## src/hdl/sc1a_pkg.sv

```systemverilog
// Package for the set-1 scan byte decoder: byte codes and the character ROM.
package sc1a_pkg;

    // Scan byte codes
    localparam logic [7:0] C_PREFIX_E0   = 8'hE0;
    localparam logic [6:0] C_KEY_CTRL    = 7'h1D;
    localparam logic [6:0] C_KEY_LSHIFT  = 7'h2A;
    localparam logic [6:0] C_KEY_RSHIFT  = 7'h36;
    localparam logic [6:0] C_KEY_ALT     = 7'h38;
    localparam logic [6:0] C_KEY_CAPS    = 7'h3A;
    localparam logic [7:0] C_ROM_ROWS    = 8'h3B;

    typedef logic [6:0] t_ascii;
    typedef logic [5:0] t_rom_idx;

    // Keys whose column follows shift alone (digits, punctuation, controls)
    function automatic logic shift_only_key(input t_rom_idx idx);
        return (idx < 6'h0E) || (idx inside {6'h1A, 6'h1B, 6'h27, 6'h28, 6'h29,
                                             6'h2B, 6'h33, 6'h34, 6'h35});
    endfunction

    // Character ROM: column 0 unshifted, column 1 shifted; zero means no character
    function automatic t_ascii rom_char(input t_rom_idx idx, input logic col);
        logic [13:0] pair;
        unique case (idx)
            6'h01: pair = {7'h1B, 7'h1B};
            6'h02: pair = {7'h31, 7'h21};
            6'h03: pair = {7'h32, 7'h40};
            6'h04: pair = {7'h33, 7'h23};
            6'h05: pair = {7'h34, 7'h24};
            6'h06: pair = {7'h35, 7'h25};
            6'h07: pair = {7'h36, 7'h5E};
            6'h08: pair = {7'h37, 7'h26};
            6'h09: pair = {7'h38, 7'h2A};
            6'h0A: pair = {7'h39, 7'h28};
            6'h0B: pair = {7'h30, 7'h29};
            6'h0C: pair = {7'h2D, 7'h5F};
            6'h0D: pair = {7'h3D, 7'h2B};
            6'h0E: pair = {7'h08, 7'h08};
            6'h0F: pair = {7'h09, 7'h09};
            6'h10: pair = {7'h71, 7'h51};
            6'h11: pair = {7'h77, 7'h57};
            6'h12: pair = {7'h65, 7'h45};
            6'h13: pair = {7'h72, 7'h52};
            6'h14: pair = {7'h74, 7'h54};
            6'h15: pair = {7'h79, 7'h59};
            6'h16: pair = {7'h75, 7'h55};
            6'h17: pair = {7'h69, 7'h49};
            6'h18: pair = {7'h6F, 7'h4F};
            6'h19: pair = {7'h70, 7'h50};
            6'h1A: pair = {7'h5B, 7'h7B};
            6'h1B: pair = {7'h5D, 7'h7D};
            6'h1C: pair = {7'h0D, 7'h0D};
            6'h1E: pair = {7'h61, 7'h41};
            6'h1F: pair = {7'h73, 7'h53};
            6'h20: pair = {7'h64, 7'h44};
            6'h21: pair = {7'h66, 7'h46};
            6'h22: pair = {7'h67, 7'h47};
            6'h23: pair = {7'h68, 7'h48};
            6'h24: pair = {7'h6A, 7'h4A};
            6'h25: pair = {7'h6B, 7'h4B};
            6'h26: pair = {7'h6C, 7'h4C};
            6'h27: pair = {7'h3B, 7'h3A};
            6'h28: pair = {7'h27, 7'h22};
            6'h29: pair = {7'h60, 7'h7E};
            6'h2B: pair = {7'h5C, 7'h7C};
            6'h2C: pair = {7'h7A, 7'h5A};
            6'h2D: pair = {7'h78, 7'h58};
            6'h2E: pair = {7'h63, 7'h43};
            6'h2F: pair = {7'h76, 7'h56};
            6'h30: pair = {7'h62, 7'h42};
            6'h31: pair = {7'h6E, 7'h4E};
            6'h32: pair = {7'h6D, 7'h4D};
            6'h33: pair = {7'h2C, 7'h3C};
            6'h34: pair = {7'h2E, 7'h3E};
            6'h35: pair = {7'h2F, 7'h3F};
            6'h37: pair = {7'h2A, 7'h2A};
            6'h39: pair = {7'h20, 7'h20};
            default: pair = 14'h0000;
        endcase
        return col ? pair[6:0] : pair[13:7];
    endfunction

endpackage

```

## src/hdl/scancode_set1_to_ascii_top.sv

```systemverilog
// Result valid rises in the result register in the cycle after an input transfer.
// Throughput: one byte per cycle; the key-state flags update in the accepting cycle,
// so the next byte sees them at once; the result register stalls only on output back pressure.
// Reset (i_rst_n, synchronous, active low) clears prefix, ctrl, shift, caps and result valid.
// Result payload registers carry no reset.
module scancode_set1_to_ascii_top (
    input  logic       i_clk,
    input  logic       i_rst_n,
    input  logic       i_valid,
    output logic       o_ready,
    input  logic [7:0] i_scan_byte,
    output logic       o_valid,
    input  logic       i_ready,
    output logic       o_char_valid,
    output logic [6:0] o_ascii_char,
    output logic       o_unknown_key,
    output logic       o_ctrl_down,
    output logic       o_shift_down,
    output logic       o_caps_on
);
    import sc1a_pkg::*;

    logic   r_prefix, n_prefix;
    logic   r_ctrl,   n_ctrl;
    logic   r_shift,  n_shift;
    logic   r_caps,   n_caps;
    logic   r_out_valid;
    t_ascii r_char;
    logic   r_unknown;
    logic   r_ctrl_out, r_shift_out, r_caps_out;

    logic   in_xfer;
    logic   handled;
    logic   col;
    t_ascii ch;
    logic   unknown;

    // Accept a new byte whenever the result register is empty or draining
    assign o_ready = !r_out_valid || i_ready;
    assign in_xfer = i_valid && o_ready;

    // Decode one byte against the current key state
    always_comb begin
        n_prefix = r_prefix;
        n_ctrl   = r_ctrl;
        n_shift  = r_shift;
        n_caps   = r_caps;
        ch       = '0;
        unknown  = 1'b0;
        handled  = r_prefix ? (i_scan_byte[6:0] == C_KEY_CTRL || i_scan_byte[6:0] == C_KEY_ALT)
                            : (i_scan_byte != 8'h00 && i_scan_byte < C_ROM_ROWS);
        col      = (shift_only_key(i_scan_byte[5:0]) && !r_prefix) ? r_shift
                                                                     : (r_shift ^ r_caps);
        if (i_scan_byte == C_PREFIX_E0) begin
            n_prefix = 1'b1;
        end else begin
            n_prefix = 1'b0;
            if (i_scan_byte[7]) begin
                // Break code: release ctrl, or shift when unprefixed
                if (i_scan_byte[6:0] == C_KEY_CTRL) begin
                    n_ctrl = 1'b0;
                end else if (!r_prefix && (i_scan_byte[6:0] == C_KEY_LSHIFT ||
                                           i_scan_byte[6:0] == C_KEY_RSHIFT)) begin
                    n_shift = 1'b0;
                end
            end else if (handled) begin
                ch = rom_char(i_scan_byte[5:0], col);
                // Modifier make codes have no character
                if (ch == '0) begin
                    if (i_scan_byte[6:0] == C_KEY_CTRL) begin
                        n_ctrl = 1'b1;
                    end else if (i_scan_byte[6:0] == C_KEY_LSHIFT ||
                                 i_scan_byte[6:0] == C_KEY_RSHIFT) begin
                        n_shift = 1'b1;
                    end else if (i_scan_byte[6:0] == C_KEY_CAPS) begin
                        n_caps = !r_caps;
                    end
                end
            end else begin
                unknown = 1'b1;
            end
        end
    end

    // Advance key state on each input transfer
    always_ff @(posedge i_clk) begin
        if (!i_rst_n) begin
            r_prefix <= 1'b0;
            r_ctrl   <= 1'b0;
            r_shift  <= 1'b0;
            r_caps   <= 1'b0;
        end else if (in_xfer) begin
            r_prefix <= n_prefix;
            r_ctrl   <= n_ctrl;
            r_shift  <= n_shift;
            r_caps   <= n_caps;
        end
    end

    // Hold result valid until the output transfer
    always_ff @(posedge i_clk) begin
        if (!i_rst_n) begin
            r_out_valid <= 1'b0;
        end else if (in_xfer) begin
            r_out_valid <= 1'b1;
        end else if (i_ready) begin
            r_out_valid <= 1'b0;
        end
    end

    // Load result payload
    always_ff @(posedge i_clk) begin
        if (in_xfer) begin
            r_char      <= ch;
            r_unknown   <= unknown;
            r_ctrl_out  <= n_ctrl;
            r_shift_out <= n_shift;
            r_caps_out  <= n_caps;
        end
    end

    assign o_valid       = r_out_valid;
    assign o_char_valid  = (r_char != '0);
    assign o_ascii_char  = r_char;
    assign o_unknown_key = r_unknown;
    assign o_ctrl_down   = r_ctrl_out;
    assign o_shift_down  = r_shift_out;
    assign o_caps_on     = r_caps_out;

endmodule
```

## config.mk

```make
export PLATFORM = sky130hd
export DESIGN_NAME = scancode_set1_to_ascii_top
export DESIGN_NICKNAME = d
export VERILOG_FILES = /design/src/hdl/sc1a_pkg.sv /design/src/hdl/scancode_set1_to_ascii_top.sv
export SDC_FILE = /design/constraint.sdc
export NUM_CORES = 1
export LEC_CHECK = 0
export ABC_AREA = 1
export BUFFER_PORTS_ARGS = -buffer_cell sky130_fd_sc_hd__buf_2
export CORE_ASPECT_RATIO = 1.25
export CORE_MARGIN = 1.5
export CORE_UTILIZATION = 63
export CTS_CLUSTER_DIAMETER = 100
export DETAILED_ROUTE_END_ITERATION = 6
export PLACE_DENSITY = 0.88
export SKIP_CTS_REPAIR_TIMING = 1
export SYNTH_ARGS = -nofsm -noshare
export SYNTH_HDL_FRONTEND = slang
export SYNTH_SLANG_ARGS = --single-unit
```

## constraint.sdc

```tcl
create_clock -name i_clk -period 3.5 [get_ports i_clk]
set_clock_uncertainty 0.15 [all_clocks]
set_input_delay 0.175 -clock i_clk [delete_from_list [all_inputs] [get_ports i_clk]]
set_output_delay 0.175 -clock i_clk [all_outputs]
set_load 0.01 [all_outputs]
```

# --- Yosys cells after proc, flatten, opt, wreduce, memory -nomap -nowiden ---
# Memories as Yosys holds them, arrays and structs flattened.
# Index checks and enable logic that the tools add are counted.
totals:
  reg_bits: 16
  romBits: 896
  input_bits: 12
  wordCells: 79
  n_memories: 1
classes:
  magnitude_cmp: 2
  n_eq_ne: 15
  muxes: 31
  n_bitwise: 2
  reduce_logical: 18
memory_table:
  columns: ["memory", "words", "width", "rd", "rd_ports_with_merged_regs", "write_ports", "line_no", "rtl"]
  rows:
  - ["(no name shown)", 64, 14, 1, 0, 0, "sc1a_pkg.sv:25", "unique case (idx)"]
op_table:
  columns: ["op", "n"]
  rows:
  - ["$eq A6 B6 Y1 const B", 7]
  - ["$mux W14", 3]
  - ["$eq A7 B6 Y1 const B", 4]
  - ["$mux W1", 27]
  - ["$eq A6 B5 Y1 const B", 2]
  - ["$reduce_bool A9 Y1", 1]
  - ["$eq A8 B8 Y1 const B", 1]
  - ["$lt A8 B6 Y1 const B", 1]
  - ["$reduce_bool A8 Y1", 1]
  - ["$eq A7 B5 Y1 const B", 1]
  - ["$logic_not A7 Y1", 1]
  - ["$mux W7", 1]
  - ["$reduce_bool A7 Y1", 1]
  - ["$lt A6 B4 Y1 const B", 1]
  - ["$logic_and A1 B1 Y1", 4]
  - ["$logic_or A1 B1 Y1", 4]
  - ["$logic_not A1 Y1", 3]
  - ["$reduce_or A3 Y1", 1]
  - ["$reduce_bool A2 Y1", 1]
  - ["$reduce_or A2 Y1", 1]
  - ["$not A1 Y1", 1]
  - ["$xor A1 B1 Y1", 1]

# --- Longest topological paths before layout ---
# Gate-level depths: netlist of the first run.
depth:
  ltp_word: 12
  mapped_depth: 20
  mapped_depth_nobuf: 20

# --- Worst setup path after synthesis of the first run ---
# No wires, ideal clock.
synth_timing:
  kind: "input to register"
  start: "input i_scan_byte[1]"
  end: "register r_shift_out (netlist: o_shift_down), data pin"
  setup_ns: 0.262
  t_arrival_ns: 1.764
  slack_ns: 1.323
  cell_stages: 18
  cell_sequence: "inv_1 -> ha_1 -> nand2_1 -> inv_1 -> nand2_1 -> nand3_1 -> nand2_1 -> nand3_4 -> nand2_4 -> nand2_4 -> nand2_2 -> nand2_1 -> nand2_1 -> nand2_1 -> nor2_4 -> and2_4 -> nand2_2 -> nand2_1"
synth_between:
  elab_chain_cells: 11
  word_cells_on_any_way: 40
synth_lines:
  columns: ["item", "line_no", "rtl"]
  rows:
  - ["start, declared", "scancode_set1_to_ascii_top.sv:11", "input logic [7:0] i_scan_byte,"]
  - ["parallel branches: the longest is 10 deep, another holds $mem_v2 Z64 W14", null, null]
  - ["$mux W1 *", "scancode_set1_to_ascii_top.sv:54", "if (i_scan_byte == C_PREFIX_E0) begin"]
  - ["net n_shift", "scancode_set1_to_ascii_top.sv:25", "logic r_shift, n_shift;"]
  - ["end signal, assigned", "scancode_set1_to_ascii_top.sv:117", "r_shift_out <= n_shift;"]
  - ["end, declared", "scancode_set1_to_ascii_top.sv:30", "logic r_ctrl_out, r_shift_out, r_caps_out;"]
# Mark *: on every way through the listed nets, which the timed path passes. The select of a mux whose other input is x is not followed.
# A chain may end at the register's enable or synchronous reset.

# --- Final worst setup path of the first run ---
layout_timing:
  start: "input i_scan_byte[1]"
  end: "register r_shift"
layout_between:
  elab_chain_cells: 11
  word_cells_on_any_way: 40
layout_lines:
  columns: ["item", "line_no", "rtl"]
  rows:
  - ["parallel branches: the longest is 10 deep, another holds $mem_v2 Z64 W14", null, null]
  - ["$mux W1 *", "scancode_set1_to_ascii_top.sv:54", null]
  - ["end signal, assigned", "scancode_set1_to_ascii_top.sv:95", "r_shift <= n_shift;"]
  - ["end, declared", "scancode_set1_to_ascii_top.sv:25", null]
# Every way passes the cells marked *. The select of a mux whose other input is x is not followed.

==> run metrics, run 1 <==
latest clock arrival within the worst-skew pair 0.25 ns; core area 0.003166 mm2; Unique masters post-synth 35; startpoint of the worst hold path i_rst_n; Avg WL per Cell between 15 and 20 um; I/O Buffers 25; R2R depth 12; most frequent CP cell nand2_1; Hold Crit Depth 3; DRC viols 0; Hold Path Class input port to flop; antenna viol nets, final 0; DIE AREA 0.003636 mm2; GRT met2 Usage between 60% and 70%; worst r2r src r_caps$_SDFFE_PN0P_; grt peak-use layer met2; Hold Vio Cnt, Final 0; syn nets 363; vias in the first global route 2110; Vias 2373; Max rail drop VDD 301.4 uV; Pleak 0.001142 uW; number of CTS-inserted buffers 3; design area 0.002230 mm2; gr ovfl total 0; synthesized area 0.002067 mm2; CTS root buf clkbuf_8; relative slew slack approximately three fifths; final wirelength 6030 um; Pre-antenna DRT Iters 5; share of cells above drive strength 1 approximately 16%; largest net degree at the start of global routing 33; Critical Path RT 3.50 ns; Crit Path Max Fanout 12; unrepaired setup endpoints after global routing no; Final TNS setup 0 ns; met3 Resource Use GR 2.242%; Final Cycle Share 74.08%; number of max-cap violations 0; filler cell count 299; startpoint types input port; commonest non-fill, non-tap cell in the layout nand2_1; Max Clk Rate 385.7 MHz; io pins 26; crit path time final approximately 2.6 ns; synthesis-to-finish area growth 7.869%; CTS tree yes; clk slew on worst S/H paths 0.06 ns; Initial Utilization 65.30%; flop2flop setup slack 1.59 ns; Gate Count Post-Synth approximately 340; Placed Instance Area roughly 0.0022 mm2; first-pass GRT wire length 9570 um; Clock Sink Count 16; GR Layer Usage met1 approximately two fifths; outcome finished, final reports clean; H-tree depth 1; sequential-to-total area share from yosys stat 20.82%; Crit Path Category input port to flop; final setup fails 0; fin nets 386; CP startpoint i_scan_byte[1]; 1st-iter DRT viols about 180; reg2reg end r_shift$_SDFFE_PN0P_; initial antenna violation count 0; most frequent cells in the layout nand2_1, nor2_1, inv_1, nand3_1, buf_2; dpl hpwl 4711 um; row count 23; Ys Warns 0; antenna cells 0; slowest cell delay on critical path approximately 0.39 ns; Via density 5.992; GRT Total Usage around 36%; Slowest-stage cell, CP ha_1; Die H between 60 and 70 um; CP arrival 2.59 ns; Critical Path Sink Type flop; Final Core Density 70.43%; flops & latches, synth 16; Min-Delay Endpoint r_prefix$_SDFFE_PN0P_; gpl congestion between 1 and 1.5; clock buffer depth 2; Power Dens Cells 282.4 mW/mm2; Avg Inst Size Synth 6.133 um2; Final Max Slew Viols 0; slew of the pin with the lowest slew margin a little over 0.6 ns; DIE WIDTH 54.23 um; CP Cell Sequence buf_2, inv_1, ha_1, nand2_1, inv_1, nand2_1, nand3_1, nand2_1, nand3_4, nand2_4, nand2_4, nand2_2, nand2_1, nand2_1, nand2_1, nor2_4, and2_4, nand2_2, nand3_1, nand2_1, inv_1
## through the flow
stage               std cells  hold WS (ns)  total power, uW  worst slack [ns]
CTS                       396       0.02926            624.6            0.9448
global route              396       0.04043            670.5            0.6925
global placement          392        0.2796            483.3            0.7908
detailed placement        392        0.2907            486.6            0.7223
floorplan                 337        0.1634            422.5             1.323
finish                    396       0.02974            629.7            0.9072
## worst max-delay path, delay by kind of cell
kind	cells	cell delay (ns)
buffers and inverters	4	0.62
adders and majority gates	1	0.39
and+or+nand+nor	16	1.40
## routing by layer
| layer | routed length, um | vias up |
|---|---|---|
| li1 | - | 1151 |
| met4 | 246 | 0 |
| met1 | 2236 | 1058 |
| met2 | 3073 | 142 |
| met3 | 473 | 22 |
| met5 | 0 | - |
## worst max path at each step
stage                                   to  slack, ns  cells past startpoint
floorplan           o_shift_down$_DFFE_PP_       1.32                     18
global placement    o_shift_down$_DFFE_PP_       0.79                     19
detailed placement     o_caps_on$_DFFE_PP_       0.72                     18
CTS                   r_shift$_SDFFE_PN0P_       0.94                     21
global route          r_shift$_SDFFE_PN0P_       0.69                     21
finish                r_shift$_SDFFE_PN0P_       0.91                     21
## Yosys cell counts, drive strengths merged
cell | number | area, um2
a211oi | 2 | 15.01
a21oi | 22 | 113.9
a31oi | 1 | 6.260
and2 | 1 | 8.760
and3 | 1 | 6.260
buf | 8 | 61.31
dfxtp | 5 | 100.1
edfxtp | 11 | 330.3
ha | 14 | 175.2
inv | 38 | 142.6
nand2 | 111 | 449.2
nand3 | 35 | 210.2
nand3b | 1 | 7.510
nand4 | 5 | 31.28
nor2 | 45 | 193.9
nor3 | 5 | 25.02
nor3b | 2 | 15.01
nor4 | 1 | 6.260
o2111ai | 1 | 8.760
o211ai | 5 | 37.54
o21ai | 20 | 100.1
o31ai | 1 | 7.510
or2 | 1 | 6.260
xnor2 | 1 | 8.760
## cell type report
class	count	area (um2)	area share (%)
Multi-Input combinational cell	275	1433	64.25
Sequential cell	16	430.4	19.30
Inverter	38	142.6	6.397
Timing Repair Buffer	26	132.6	5.948
Tap cell	37	46.29	2.076
Clock buffer	3	41.29	1.852
Clock inverter	1	3.754	0.1684
## logic make-up (layout without fill, tap and decap cells)
kind of cell    count (synthesis)  after routing  synth area share, %
buf+inv                        46             68                9.867
compound gates                 52             52                13.98
fa+ha+maj                      14             14                8.475
xor+xnor                        1              1               0.4238
flops                          16             16                20.82
simple gates                  208            208                46.43
## flip-flops by register name, summed over array words and instances, names as in the netlist
name	flops
o_ascii_char	7
o_caps_on	1
o_ctrl_down	1
o_shift_down	1
o_unknown_key	1
o_valid	1
r_caps	1
r_ctrl	1
r_prefix	1
r_shift	1
## where the power goes
| group | switching [uW] | internal [uW] |
|---|---|---|
| clock | 61.6 | 77.8 |
| combinational | 181 | 84.1 |
| sequential | 6.69 | 218 |
Power figures use the tool's default switching activity.
==> run 2: changes to the inputs <==
CORE_UTILIZATION = 53   (was 63)
PLACE_DENSITY = 0.79   (was 0.88)
clock period = 2.35 ns   (was 3.5 ns; I/O delays follow)
==> run metrics, run 2 (same netlist as run 1, synthesis figures left out) <==
dpl hpwl 5163 um (+9.6%); Final Cycle Share 90.50%; Storage cell area 430.4 um2 (unchanged); failing checks hold timing; WL met3 353 um (-25%); commonest non-fill, non-tap cell in the layout nand2_1; Critical Path End o_caps_on$_DFFE_PP_; outcome finished with violations; max reg flops 7 (unchanged); DIE WIDTH 58.86 um (+8.5%); P_int 608.8 uW (+60%); slowest cell delay on critical path 0.27 ns (-0.12 ns); initial antenna violation count 0 (unchanged); number of CTS-inserted buffers 3 (unchanged); design area 0.002456 mm2 (+10%); final setup fails 0 (unchanged); Hold WS -0.01725 ns (-0.04699 ns); crit path time final roughly 2.1 ns; Pleak 0.001272 uW (+11%); GRT Total Usage 30.64% (-5.1 points); gr ovfl total 0 (unchanged); fin nets 413 (+7.0%); sequential power share 34.1% (-1.6 points); relative slew slack 63.53% (+4.5 points); antenna viol nets, final 0 (unchanged); H-tree depth 1 (unchanged); first-pass GRT wire length 10080 um (+5.3%); Initial Utilization 55.07% (-10 points); Switching Power 374.1 uW (+50%); clk slew on worst S/H paths 0.06 ns (about the same); share of cells above drive strength 1 22.54% (+6.7 points); Die H 72.82 um (+8.6%); Slowest-stage cell, CP nor3b_1; Critical Path RT 2.21 ns (-1.29 ns); latest clock arrival within the worst-skew pair 0.24 ns (about the same); Placed Instance Area 0.002404 mm2 (+10%); Hold Path Class input port to flop; Gate power share 45.0% (+2.8 points); CP top delay family simple AND/OR/NAND/NOR gates; worst r2r src r_caps$_SDFFE_PN0P_; Pre-antenna DRT Iters 7 (+2); Vias 2413 (+1.7%); Final Max Slew Viols 0 (unchanged); antenna cells 0 (unchanged); clock buffer depth 2 (unchanged); Clk pwr share 20.9% (-1.2 points); largest net degree at the start of global routing 23 (-30%); DRC viols 0 (unchanged); Hold Vio Cnt, Final 1 (+1); Crit Path Max Fanout 5 (-7); most frequent cells in the layout nand2_1, nor2_1, inv_1, nand3_1, buf_4; met1 wire length 2350 um (+5.1%); filler cell count 385 (+29%); Critical Path Sink Type flop; CP arrival 1.98 ns (-0.61 ns); io pins 26 (unchanged); uppermost layer routed met4; CP startpoint i_scan_byte[0]; Max Clk Rate 470.2 MHz; 1st-iter DRT viols 131 (-28%); I/O Buffers 25 (unchanged); CTS root buf clkbuf_8; most frequent CP cell nand2_1; Power Dens Cells 400.2 mW/mm2 (+42%); CP Cell Sequence buf_2, inv_1, buf_4, ha_1, nand2_1, buf_4, nand3_1, nand2_1, nor3b_1, nand3_1, nand2_1, nand2_2, nor2_4, nand3_1, nand2_1, nand2_1; startpoint types input port; Via density 5.664 (-5.5%); Clock Sink Count 16 (unchanged); DR WL met2 3127 um (+1.8%); number of max-cap violations 0 (unchanged); final wirelength 6204 um (+2.9%); CTS tree yes; slew of the pin with the lowest slew margin 0.5464 ns (-0.06758 ns); Final TNS setup 0 ns (unchanged); Multi-input gate area 0.001440 mm2 (+0.52%); flop2flop setup slack 0.51 ns (-1.08 ns); Max rail drop VDD 150.1 uV (-50%); DIE AREA 0.004286 mm2 (+18%); core area 0.003754 mm2 (+19%); Avg WL per Cell 14.56 um (-4.4%); reg2reg end o_caps_on$_DFFE_PP_; Crit Path Category input port to flop; synthesis-to-finish area growth 18.83%; R2R depth 10 (-2); row count 25 (+8.7%); Levels on crit path 16 (-24%); WP buf/inv 4 (unchanged); Sw Ratio 38.06% (-1.6 points); vias in the first global route 2300 (+9.0%); gpl congestion 0.9700 (-4.3%)
run 2: cell types whose count changed in the layout (fill, tap and decap cells not counted):
cell      before  now
nor2_1        37   36
nor2_2         7    8
o21ai_1        3    4
clkbuf_1       0    1
clkinv_1       1    0
ha_1          14   12
ha_2           0    2
buf_12         0    1
buf_4          1   27
o21ai_0       17   16
run 2: worst reg2reg max path, cell delays in order (launching register included):
cell and delay, ns:
dfxtp_1 0.33, xnor2_1 0.31, inv_1 0.08, nand2_1 0.12, nand3_1 0.08, nand2_1 0.10
nand2_1 0.07, nor2_2 0.14, nand3_1 0.09, nand2_1 0.09, nand2_1 0.05
run 2: per-layer routing:
layer  vias up  global-route usage, %
met5         -                      0
met2       116                  55.80
met1      1061                  33.26
li1       1206                      -
met4         0                  20.45
met3        30                  1.596
run 2: cell type report:
class                           instances  share of cell area, %
Sequential cell                        16                  17.52
Inverter                               38                  5.807
Timing Repair Buffer                   53                  14.16
Clock buffer                            4                  1.834
Multi-Input combinational cell        275                  58.63
Tap cell                               40                  2.038
run 2: how the worst min path moves through the flow:
stage | startpoint | to | slack [ns] | cells after the start
floorplan | i_rst_n | r_prefix$_SDFFE_PN0P_ | 0.11 | 2
global placement | i_rst_n | r_prefix$_SDFFE_PN0P_ | 0.22 | 3
detailed placement | i_rst_n | r_prefix$_SDFFE_PN0P_ | 0.23 | 3
CTS | i_rst_n | r_prefix$_SDFFE_PN0P_ | -0.03 | 3
global route | i_rst_n | r_prefix$_SDFFE_PN0P_ | 0.01 | 3
finish | i_rst_n | r_prefix$_SDFFE_PN0P_ | -0.02 | 3
run 2: per-stage QoR:
stage | power, uW | utilization, % | cells | worst slack [ns]
finish | 982.9 | 65.43 | 426 | 0.2233
detailed placement | 776.1 | 64.03 | 422 | -0.06327
global route | 1050 | 65.43 | 426 | -0.001580
CTS | 982.0 | 65.23 | 426 | 0.1953
global placement | 769.6 | 64.03 | 422 | -0.01583
floorplan | 629.2 | - | 337 | 0.2310
run 2: power by group through the flow:
stage / logic, uW / clock network, uW / registers, uW
after floorplan: 281 / 0 / 348
after global placement: 430 / 0 / 340
after detailed placement: 436 / 0 / 341
after CTS: 437 / 210 / 335
after global routing: 494 / 219 / 337
final: 443 / 206 / 335
